`config.mk`:
```
export PLATFORM = sky130hd
export DESIGN_NAME = escaped_packet_receiver
export DESIGN_NICKNAME = d
export VERILOG_FILES = /design/src/rtl/core/epr_pkg.sv /design/src/rtl/core/epr_in_reg.sv /design/src/rtl/core/epr_core.sv /design/src/rtl/core/epr_out_reg.sv /design/src/rtl/core/escaped_packet_receiver.sv
export SDC_FILE = /design/constraint.sdc
export NUM_CORES = 1
export LEC_CHECK = 0
export ABC_CLOCK_PERIOD_IN_PS = 2800
export BUFFER_PORTS_ARGS = -buffer_cell sky130_fd_sc_hd__buf_2
export CORE_UTILIZATION = 29
export DETAILED_ROUTE_END_ITERATION = 8
export GPL_TIMING_DRIVEN = 1
export PLACE_DENSITY_LB_ADDON = 0.15
export SYNTH_ARGS = -nofsm -noshare
export SYNTH_HDL_FRONTEND = slang
export SYNTH_SLANG_ARGS = --single-unit
```
`constraint.sdc`:
```
create_clock -name clk -period 2.8 [get_ports clk]
set_input_delay 0.14 -clock clk [delete_from_list [all_inputs] [get_ports clk]]
set_output_delay 0.14 -clock clk [all_outputs]
set_load 0.005 [all_outputs]
```
`src/rtl/core/epr_pkg.sv`:
```
// shared types and constants for the escaped packet receiver
package epr_pkg;

  localparam int PAYLOAD_BYTES_DEF = 32;

  localparam int BYTE_W   = 8;
  localparam int LENGTH_W = 6;
  localparam int INDEX_W  = 5;
  localparam int CFG_IDX_W = 2;

  localparam logic [BYTE_W-1:0] NODE_ADDRESS_RST = 8'd48;

  typedef enum logic [CFG_IDX_W-1:0] {
    CFG_NODE_ADDRESS = 2'd0,
    CFG_ESC_BYTE     = 2'd1,
    CFG_HDR_BYTE     = 2'd2,
    CFG_TERM_BYTE    = 2'd3
  } cfg_index_t;

  typedef enum logic [2:0] {
    PH_IDLE = 3'd0,
    PH_ESC  = 3'd1,
    PH_HDR  = 3'd2,
    PH_SRC  = 3'd3,
    PH_PORT = 3'd4,
    PH_DATA = 3'd5,
    PH_DESC = 3'd6
  } phase_t;

  typedef struct packed {
    logic [BYTE_W-1:0] rx_byte;
    logic              framing_error;
    logic              overrun_error;
  } item_t;

  typedef struct packed {
    logic [BYTE_W-1:0] node_address;
    logic [BYTE_W-1:0] esc_byte;
    logic [BYTE_W-1:0] hdr_byte;
    logic [BYTE_W-1:0] term_byte;
  } cfg_t;

  typedef struct packed {
    logic                packet_done;
    logic [LENGTH_W-1:0] packet_length;
    logic [BYTE_W-1:0]   source_addr;
    logic [BYTE_W-1:0]   port_id;
    logic                store_valid;
    logic [INDEX_W-1:0]  store_index;
    logic [BYTE_W-1:0]   store_byte;
  } result_t;

endpackage

```
`src/rtl/core/epr_in_reg.sv`:
```
// input register stage holding one received byte transaction
module epr_in_reg (
  input  logic            clk,
  input  logic            rst_n,
  input  logic            in_valid,
  input  epr_pkg::item_t  in_item,
  input  logic            advance,
  output logic            in_stall,
  output logic            s1_valid,
  output epr_pkg::item_t  s1_item
);

  logic           valid_r;
  logic           valid_nxt;
  logic           take;
  epr_pkg::item_t item_r;

  assign in_stall  = valid_r && !advance;
  assign take      = in_valid && !in_stall;
  assign valid_nxt = take || (valid_r && !advance);

  always_ff @(posedge clk) begin
    if (!rst_n) begin
      valid_r <= 1'b0;
    end else begin
      valid_r <= valid_nxt;
    end
  end

  always_ff @(posedge clk) begin
    if (take) begin
      item_r <= in_item;
    end
  end

  assign s1_valid = valid_r;
  assign s1_item  = item_r;

endmodule

```
`src/rtl/core/epr_core.sv`:
```
// frame decoder state machine and packet registers
module epr_core #(
  parameter int PAYLOAD_BYTES = epr_pkg::PAYLOAD_BYTES_DEF
) (
  input  logic              clk,
  input  logic              rst_n,
  input  logic              fire,
  input  epr_pkg::item_t    item,
  input  epr_pkg::cfg_t     cfg,
  output epr_pkg::result_t  result
);

  localparam int CNT_W = $clog2(PAYLOAD_BYTES + 1);
  localparam logic [CNT_W-1:0] CNT_MAX  = CNT_W'(PAYLOAD_BYTES);
  localparam logic [CNT_W-1:0] CNT_FULL = CNT_W'(PAYLOAD_BYTES - 1);

  epr_pkg::phase_t phase_r, phase_nxt;
  logic [CNT_W-1:0]          cnt_r, cnt_nxt;
  logic                      done_r, done_nxt;
  logic [epr_pkg::BYTE_W-1:0] src_r, src_nxt;
  logic [epr_pkg::BYTE_W-1:0] port_r, port_nxt;

  logic [epr_pkg::BYTE_W-1:0] b;
  logic err, is_esc, room;
  logic st_valid;
  logic [CNT_W-1:0] st_index;
  logic [epr_pkg::BYTE_W-1:0] st_byte;

  assign b      = item.rx_byte;
  assign err    = item.framing_error || item.overrun_error;
  assign is_esc = (b == cfg.esc_byte);
  assign room   = (cnt_r < CNT_MAX);

  // next phase
  always_comb begin
    phase_nxt = phase_r;
    if (err) begin
      phase_nxt = epr_pkg::PH_IDLE;
    end else begin
      case (phase_r)
        epr_pkg::PH_IDLE: phase_nxt = is_esc ? epr_pkg::PH_ESC : epr_pkg::PH_IDLE;
        epr_pkg::PH_ESC:
          phase_nxt = (b == cfg.hdr_byte) ? epr_pkg::PH_HDR : epr_pkg::PH_IDLE;
        epr_pkg::PH_HDR: begin
          if (b == cfg.node_address) phase_nxt = epr_pkg::PH_SRC;
          else if (is_esc)           phase_nxt = epr_pkg::PH_ESC;
          else                       phase_nxt = epr_pkg::PH_IDLE;
        end
        epr_pkg::PH_SRC:  phase_nxt = is_esc ? epr_pkg::PH_ESC : epr_pkg::PH_PORT;
        epr_pkg::PH_PORT: phase_nxt = is_esc ? epr_pkg::PH_ESC : epr_pkg::PH_DATA;
        epr_pkg::PH_DATA: begin
          if (!room)       phase_nxt = epr_pkg::PH_IDLE;
          else if (is_esc) phase_nxt = epr_pkg::PH_DESC;
          else             phase_nxt = epr_pkg::PH_DATA;
        end
        epr_pkg::PH_DESC: phase_nxt = is_esc ? epr_pkg::PH_DATA : epr_pkg::PH_IDLE;
        default:          phase_nxt = epr_pkg::PH_IDLE;
      endcase
    end
  end

  // packet registers and store stroke
  always_comb begin
    cnt_nxt  = cnt_r;
    done_nxt = done_r;
    src_nxt  = src_r;
    port_nxt = port_r;
    st_valid = 1'b0;
    st_index = '0;
    st_byte  = '0;
    if (!err) begin
      case (phase_r)
        epr_pkg::PH_SRC: begin
          if (!is_esc) begin
            src_nxt  = b;
            done_nxt = 1'b0;
            cnt_nxt  = '0;
          end
        end
        epr_pkg::PH_PORT: begin
          if (!is_esc) begin
            port_nxt = b;
          end
        end
        epr_pkg::PH_DATA: begin
          if (room) begin
            st_valid = 1'b1;
            st_index = cnt_r;
            st_byte  = b;
            cnt_nxt  = cnt_r + 1'b1;
          end else begin
            cnt_nxt  = CNT_FULL;
            done_nxt = 1'b1;
          end
        end
        epr_pkg::PH_DESC: begin
          if (!is_esc && (b == cfg.term_byte)) begin
            done_nxt = 1'b1;
            if (cnt_r != '0) begin
              cnt_nxt = cnt_r - 1'b1;
            end
          end
        end
        default: begin
        end
      endcase
    end
  end

  always_ff @(posedge clk) begin
    if (!rst_n) begin
      phase_r <= epr_pkg::PH_IDLE;
      cnt_r   <= '0;
      done_r  <= 1'b0;
      src_r   <= '0;
      port_r  <= '0;
    end else if (fire) begin
      phase_r <= phase_nxt;
      cnt_r   <= cnt_nxt;
      done_r  <= done_nxt;
      src_r   <= src_nxt;
      port_r  <= port_nxt;
    end
  end

  always_comb begin
    result.packet_done   = done_nxt;
    result.packet_length = epr_pkg::LENGTH_W'(cnt_nxt);
    result.source_addr   = src_nxt;
    result.port_id       = port_nxt;
    result.store_valid   = st_valid;
    result.store_index   = epr_pkg::INDEX_W'(st_index);
    result.store_byte    = st_byte;
  end

endmodule

```
`src/rtl/core/epr_out_reg.sv`:
```
// result register holding one output transaction until taken
module epr_out_reg (
  input  logic              clk,
  input  logic              rst_n,
  input  logic              s1_valid,
  input  epr_pkg::result_t  result,
  input  logic              out_stall,
  output logic              advance,
  output logic              load,
  output logic              out_valid,
  output epr_pkg::result_t  out_result
);

  logic             valid_r, valid_nxt;
  epr_pkg::result_t result_r;

  assign advance   = !valid_r || !out_stall;
  assign load      = s1_valid && advance;
  assign valid_nxt = load || (valid_r && out_stall);

  always_ff @(posedge clk) begin
    if (!rst_n) begin
      valid_r <= 1'b0;
    end else begin
      valid_r <= valid_nxt;
    end
  end

  always_ff @(posedge clk) begin
    if (load) begin
      result_r <= result;
    end
  end

  assign out_valid  = valid_r;
  assign out_result = result_r;

endmodule

```
`src/rtl/core/escaped_packet_receiver.sv`:
```
// Escaped packet receiver: takes one received serial byte per transaction and
// decodes ESC/HEADER framed, addressed packets, reporting each payload write as
// an indexed store stroke along with the current packet status. One transaction
// is accepted every cycle while in_stall is low; each produces exactly one result
// through an input register, the combinational decoder update and a result
// register. in_stall rises only when both registers hold data and out_stall is
// high. Configuration writes take effect at the next edge and are meant for
// when no transaction is in flight.
module escaped_packet_receiver #(
  parameter int PAYLOAD_BYTES = epr_pkg::PAYLOAD_BYTES_DEF
) (
  input  logic                          clk,
  input  logic                          rst_n,
  input  logic                          cfg_we,
  input  logic [epr_pkg::CFG_IDX_W-1:0] cfg_index,
  input  logic [epr_pkg::BYTE_W-1:0]    cfg_data,
  input  logic                          in_valid,
  output logic                          in_stall,
  input  logic [epr_pkg::BYTE_W-1:0]    in_rx_byte,
  input  logic                          in_framing_error,
  input  logic                          in_overrun_error,
  output logic                          out_valid,
  input  logic                          out_stall,
  output logic                          out_packet_done,
  output logic [epr_pkg::LENGTH_W-1:0]  out_packet_length,
  output logic [epr_pkg::BYTE_W-1:0]    out_source_addr,
  output logic [epr_pkg::BYTE_W-1:0]    out_port_id,
  output logic                          out_store_valid,
  output logic [epr_pkg::INDEX_W-1:0]   out_store_index,
  output logic [epr_pkg::BYTE_W-1:0]    out_store_byte
);

  epr_pkg::cfg_t    cfg_r;
  epr_pkg::item_t   in_item, s1_item;
  epr_pkg::result_t result, out_result;
  logic             s1_valid, advance, load;

  // configuration registers
  always_ff @(posedge clk) begin
    if (!rst_n) begin
      cfg_r.node_address <= epr_pkg::NODE_ADDRESS_RST;
      cfg_r.esc_byte     <= '0;
      cfg_r.hdr_byte     <= '0;
      cfg_r.term_byte    <= '0;
    end else if (cfg_we) begin
      case (epr_pkg::cfg_index_t'(cfg_index))
        epr_pkg::CFG_NODE_ADDRESS: cfg_r.node_address <= cfg_data;
        epr_pkg::CFG_ESC_BYTE:     cfg_r.esc_byte     <= cfg_data;
        epr_pkg::CFG_HDR_BYTE:     cfg_r.hdr_byte     <= cfg_data;
        epr_pkg::CFG_TERM_BYTE:    cfg_r.term_byte    <= cfg_data;
        default: begin
        end
      endcase
    end
  end

  assign in_item.rx_byte       = in_rx_byte;
  assign in_item.framing_error = in_framing_error;
  assign in_item.overrun_error = in_overrun_error;

  epr_in_reg u_in_reg (
    .clk      (clk),
    .rst_n    (rst_n),
    .in_valid (in_valid),
    .in_item  (in_item),
    .advance  (advance),
    .in_stall (in_stall),
    .s1_valid (s1_valid),
    .s1_item  (s1_item)
  );

  epr_core #(
    .PAYLOAD_BYTES (PAYLOAD_BYTES)
  ) u_core (
    .clk    (clk),
    .rst_n  (rst_n),
    .fire   (load),
    .item   (s1_item),
    .cfg    (cfg_r),
    .result (result)
  );

  epr_out_reg u_out_reg (
    .clk        (clk),
    .rst_n      (rst_n),
    .s1_valid   (s1_valid),
    .result     (result),
    .out_stall  (out_stall),
    .advance    (advance),
    .load       (load),
    .out_valid  (out_valid),
    .out_result (out_result)
  );

  assign out_packet_done   = out_result.packet_done;
  assign out_packet_length = out_result.packet_length;
  assign out_source_addr   = out_result.source_addr;
  assign out_port_id       = out_result.port_id;
  assign out_store_valid   = out_result.store_valid;
  assign out_store_index   = out_result.store_index;
  assign out_store_byte    = out_result.store_byte;

endmodule

```
==> impl_metrics.env <==
export IMPL_synth_area_top_cells="edfxtp_1 (28%), dfxtp_1 (24%), mux2i_1 (9.8%)"
export IMPL_drc_errors=0
export IMPL_drt_first_pass_iters=4
export IMPL_cap_violations=0
export IMPL_hold_viol=0
export IMPL_path_clk_slew_ns=0.07
export IMPL_synth_nets=478
export IMPL_p_leak_nw=2.36
export IMPL_clk_latency_ns=0.36
export IMPL_power_density_mw_per_mm2=528
export IMPL_track_usage_pct=14.6
export IMPL_die_w_um=135
export IMPL_status="finished, final reports clean"
export IMPL_finalCritPeriodShare_pct=81.7
export IMPL_synth_warnings=0
export IMPL_avgSynthCellArea_sq_um=11.3
export IMPL_fin_area_sq_mm=0.00602
export IMPL_tightest_slew_ns=0.742
export IMPL_antenna_found_initial=0
export IMPL_min_period_ns=2.29
export IMPL_gp_congestion=0.787
export IMPL_synth_distinct_cells=59
export IMPL_finalClockSkew_ns=0.00894
export IMPL_setup_tns_ns=0
export IMPL_cts_root_buf="clkbuf_16"
export IMPL_initial_utilization_pct=29.6
export IMPL_required_ns=3.02
export IMPL_irDropWorstVdd_mv=0.317
export IMPL_ys_flop_type="dfxtp_1"
export IMPL_reg2reg_depth=5
export IMPL_fp_dieH_um=135
export IMPL_grt_ovfl_total=0
export IMPL_dp_final_hpwl_um=8850
export IMPL_drive_gt1_share_pct=23.1
export IMPL_setup_slack_ns=0.513
export IMPL_yosysSeqAreaShare_pct=51.2
export IMPL_netlist_instances=450
export IMPL_num_fill_cells=1700
export IMPL_netlist_top_cell_by_area="edfxtp_1"
export IMPL_drt_initial_drc_count=166
export IMPL_synth_edf_count=47
export IMPL_crit_arrival_ns=2.51
export IMPL_dp_cells=727
export IMPL_via_per_inst=4.67
export IMPL_antenna_cells=0
export IMPL_postSynth_asyncResetShare_pct=0
export IMPL_cts_tree="done"
export IMPL_multi_input_area_sq_mm=0.00227
export IMPL_ant_nets=0
export IMPL_r2r_setup_slack_ns=0.51
export IMPL_clock_sinks=107
export IMPL_max_freq_mhz=437
export IMPL_dieArea_sq_mm=0.0181
export IMPL_grt_pass1_wl_um=19600
export IMPL_crit_fanout=13
export IMPL_place_ws_ns=0.475
export IMPL_finish_net_count=551
export IMPL_grt_pass1_vias=3427
export IMPL_r2r_end="u_core.cnt_r[2]$_SDFFE_PN0P_"
export IMPL_numCtsBuffers=9
export IMPL_endpoint_kind="register"
export IMPL_utilization_pct=34.9
export IMPL_rsz0062_at_grt="no"
export IMPL_post_drt_wl_per_cell_um=16.8
export IMPL_ios=64
export IMPL_yosysTopAreaCellShare_pct=27.7
export IMPL_syn_cell_area_sq_mm=0.00510
export IMPL_crit_path_end="u_core.cnt_r[2]$_SDFFE_PN0P_"
export IMPL_post_cts_buffers=0
export IMPL_ys_ff_latch=107
export IMPL_worstSetupStartpoint="u_core.phase_r[2]$_SDFFE_PN0P_"
export IMPL_routed_wl_um=12600
export IMPL_final_cells=753
export IMPL_cts_max_level=3
export IMPL_setup_violations_final=0
export IMPL_critPathLaunchType="register"
export IMPL_clk_path_buf_depth=2
export IMPL_grt_max_degree=34
export IMPL_cts_resized=0
export IMPL_final_max_slew_viol_count=0
export IMPL_r2r_start="u_core.phase_r[2]$_SDFFE_PN0P_"
export IMPL_dpl_cell_area_sq_mm=0.00564
export IMPL_core_area_sq_mm=0.0172
export IMPL_rows=48
export IMPL_io_buffers=63
export IMPL_vias=3515
export IMPL_min_path_type="in2reg"
export IMPL_regArea_sq_mm=0.00261
export IMPL_crit_type="reg2reg"
export IMPL_syn_to_final_growth_pct=18.0
export IMPL_slew_headroom_pct=50.5
-- cells in the mapped netlist (3+ instances only) --
| library cell | instances |
|---|---|
| dfxtp_1 | 60 |
| nor2b_1 | 52 |
| mux2i_1 | 50 |
| edfxtp_1 | 47 |
| nand2_1 | 19 |
| xnor2_1 | 19 |
| nor2_1 | 18 |
| mux2_2 | 16 |
| xor2_1 | 16 |
| clkbuf_1 | 15 |
| nand3_1 | 13 |
| o21ai_0 | 12 |
| and2_1 | 9 |
| buf_6 | 9 |
| a21oi_1 | 6 |
| inv_1 | 6 |
| nor3_1 | 6 |
| nor4_1 | 6 |
| and3_1 | 5 |
| nand4_1 | 5 |
| o21a_1 | 4 |
| ha_1 | 3 |
| nand2b_1 | 3 |
| nand3b_1 | 3 |
-- layer usage --
metal | up-vias | track usage, % | wire (um)
li1 | 1736 | - | -
met5 | - | 0 | 0
met2 | 61 | 23.6 | 6010
met1 | 1706 | 19.1 | 6000
met4 | 0 | 5.12 | 201
met3 | 12 | 3.19 | 415
-- critical path: stages, from the launching register on --
cell      delay (ns)
dfxtp_1         0.59
nand2b_1        0.21
a311oi_1        0.56
o21ai_2         0.27
o311ai_0        0.39
o21ai_0         0.13
-- stage by stage --
step	power, W	hold slack, ns
3_5_place_dp	0.00196	0.319
3_3_place_gp	0.00196	0.319
5_1_grt	0.00329	0.0276
6_report	0.00318	0.0143
2_1_floorplan	0.00187	0.239
4_1_cts	0.00323	0.00318
-- area by class of cell --
class                   count  share of cell area, %
clock buffers              13                   4.34
clock inverters             3                  0.333
inverters                   7                  0.436
multi-input cells         307                   37.7
flip-flops and latches    107                   43.4
well taps                 225                   4.68
repair buffers             91                   9.14
-- timing repair --
item / 4_1_cts / 5_1_grt
setup endpoints to repair: 0 / 0
hold buffers: 10 / 0
endpoints found under the hold margin: 10 / 0
-- where the power goes --
group	internal [W]	switching, W
logic	0.000106	0.000127
registers	0.00167	0.0000266
clock network	0.000662	0.000583
total	0.00244	0.000737
-- registers in the layout, summed over array words and instances, names as in the netlist, 3 cells and up --
signal / count
u_core.cnt_r: 6
u_core.phase_r: 3
u_out_reg.out_result: 37
cfg_r: 32
u_in_reg.s1_item: 10
u_core.port_r: 8
u_core.src_r: 8
-- cells in the final DEF (no fill, tap or decap), types with 3 or more instances in the layout --
master	synthesis	final
o21a_1	4	4
nor3_1	6	6
clkbuf_1	15	3
nand2b_1	3	3
xnor2_1	19	19
ha_1	3	3
nor2b_1	52	52
nor2_1	18	18
a21oi_1	6	6
inv_1	6	6
nand2_1	19	19
buf_2	2	63
o21ai_0	12	12
clkbuf_16	0	10
nand3_1	13	13
buf_4	1	18
nand4_1	5	5
nand3b_1	3	3
and3_1	5	5
mux2i_1	50	50
dfxtp_1	60	60
xor2_1	16	16
dlygate4sd3_1	0	10
and2_1	9	9
nor4_1	6	6
mux2_2	16	16
edfxtp_1	47	47
-- how the worst min path moves through the flow --
stage                           startpoint                       endpoint  slack [ns]  cells after the start
after CTS                         in_valid   u_in_reg.s1_valid$_SDFF_PN0_       0.003                      2
after global placement       in_rx_byte[6]  u_in_reg.s1_item[8]$_DFFE_PP_        0.32                      1
after global routing              in_valid   u_in_reg.s1_valid$_SDFF_PN0_        0.03                      2
after floorplan           in_overrun_error  u_in_reg.s1_item[0]$_DFFE_PP_        0.24                      0
final                             in_valid   u_in_reg.s1_valid$_SDFF_PN0_        0.01                      2
after detailed placement     in_rx_byte[7]  u_in_reg.s1_item[9]$_DFFE_PP_        0.32                      1
-- cells by family (layout without fill, tap and decap cells) --
group | after synthesis | count (layout) | synth area share [%]
compound gates | 53 | 53 | 7.60
xor+xnor | 36 | 36 | 6.33
fa+ha+maj | 3 | 3 | 0.736
buf+inv | 36 | 114 | 4.32
flops | 107 | 107 | 51.2
mux | 66 | 66 | 13.3
simple gates | 149 | 149 | 16.5
No activity file was read; power rests on OpenSTA's default activity.
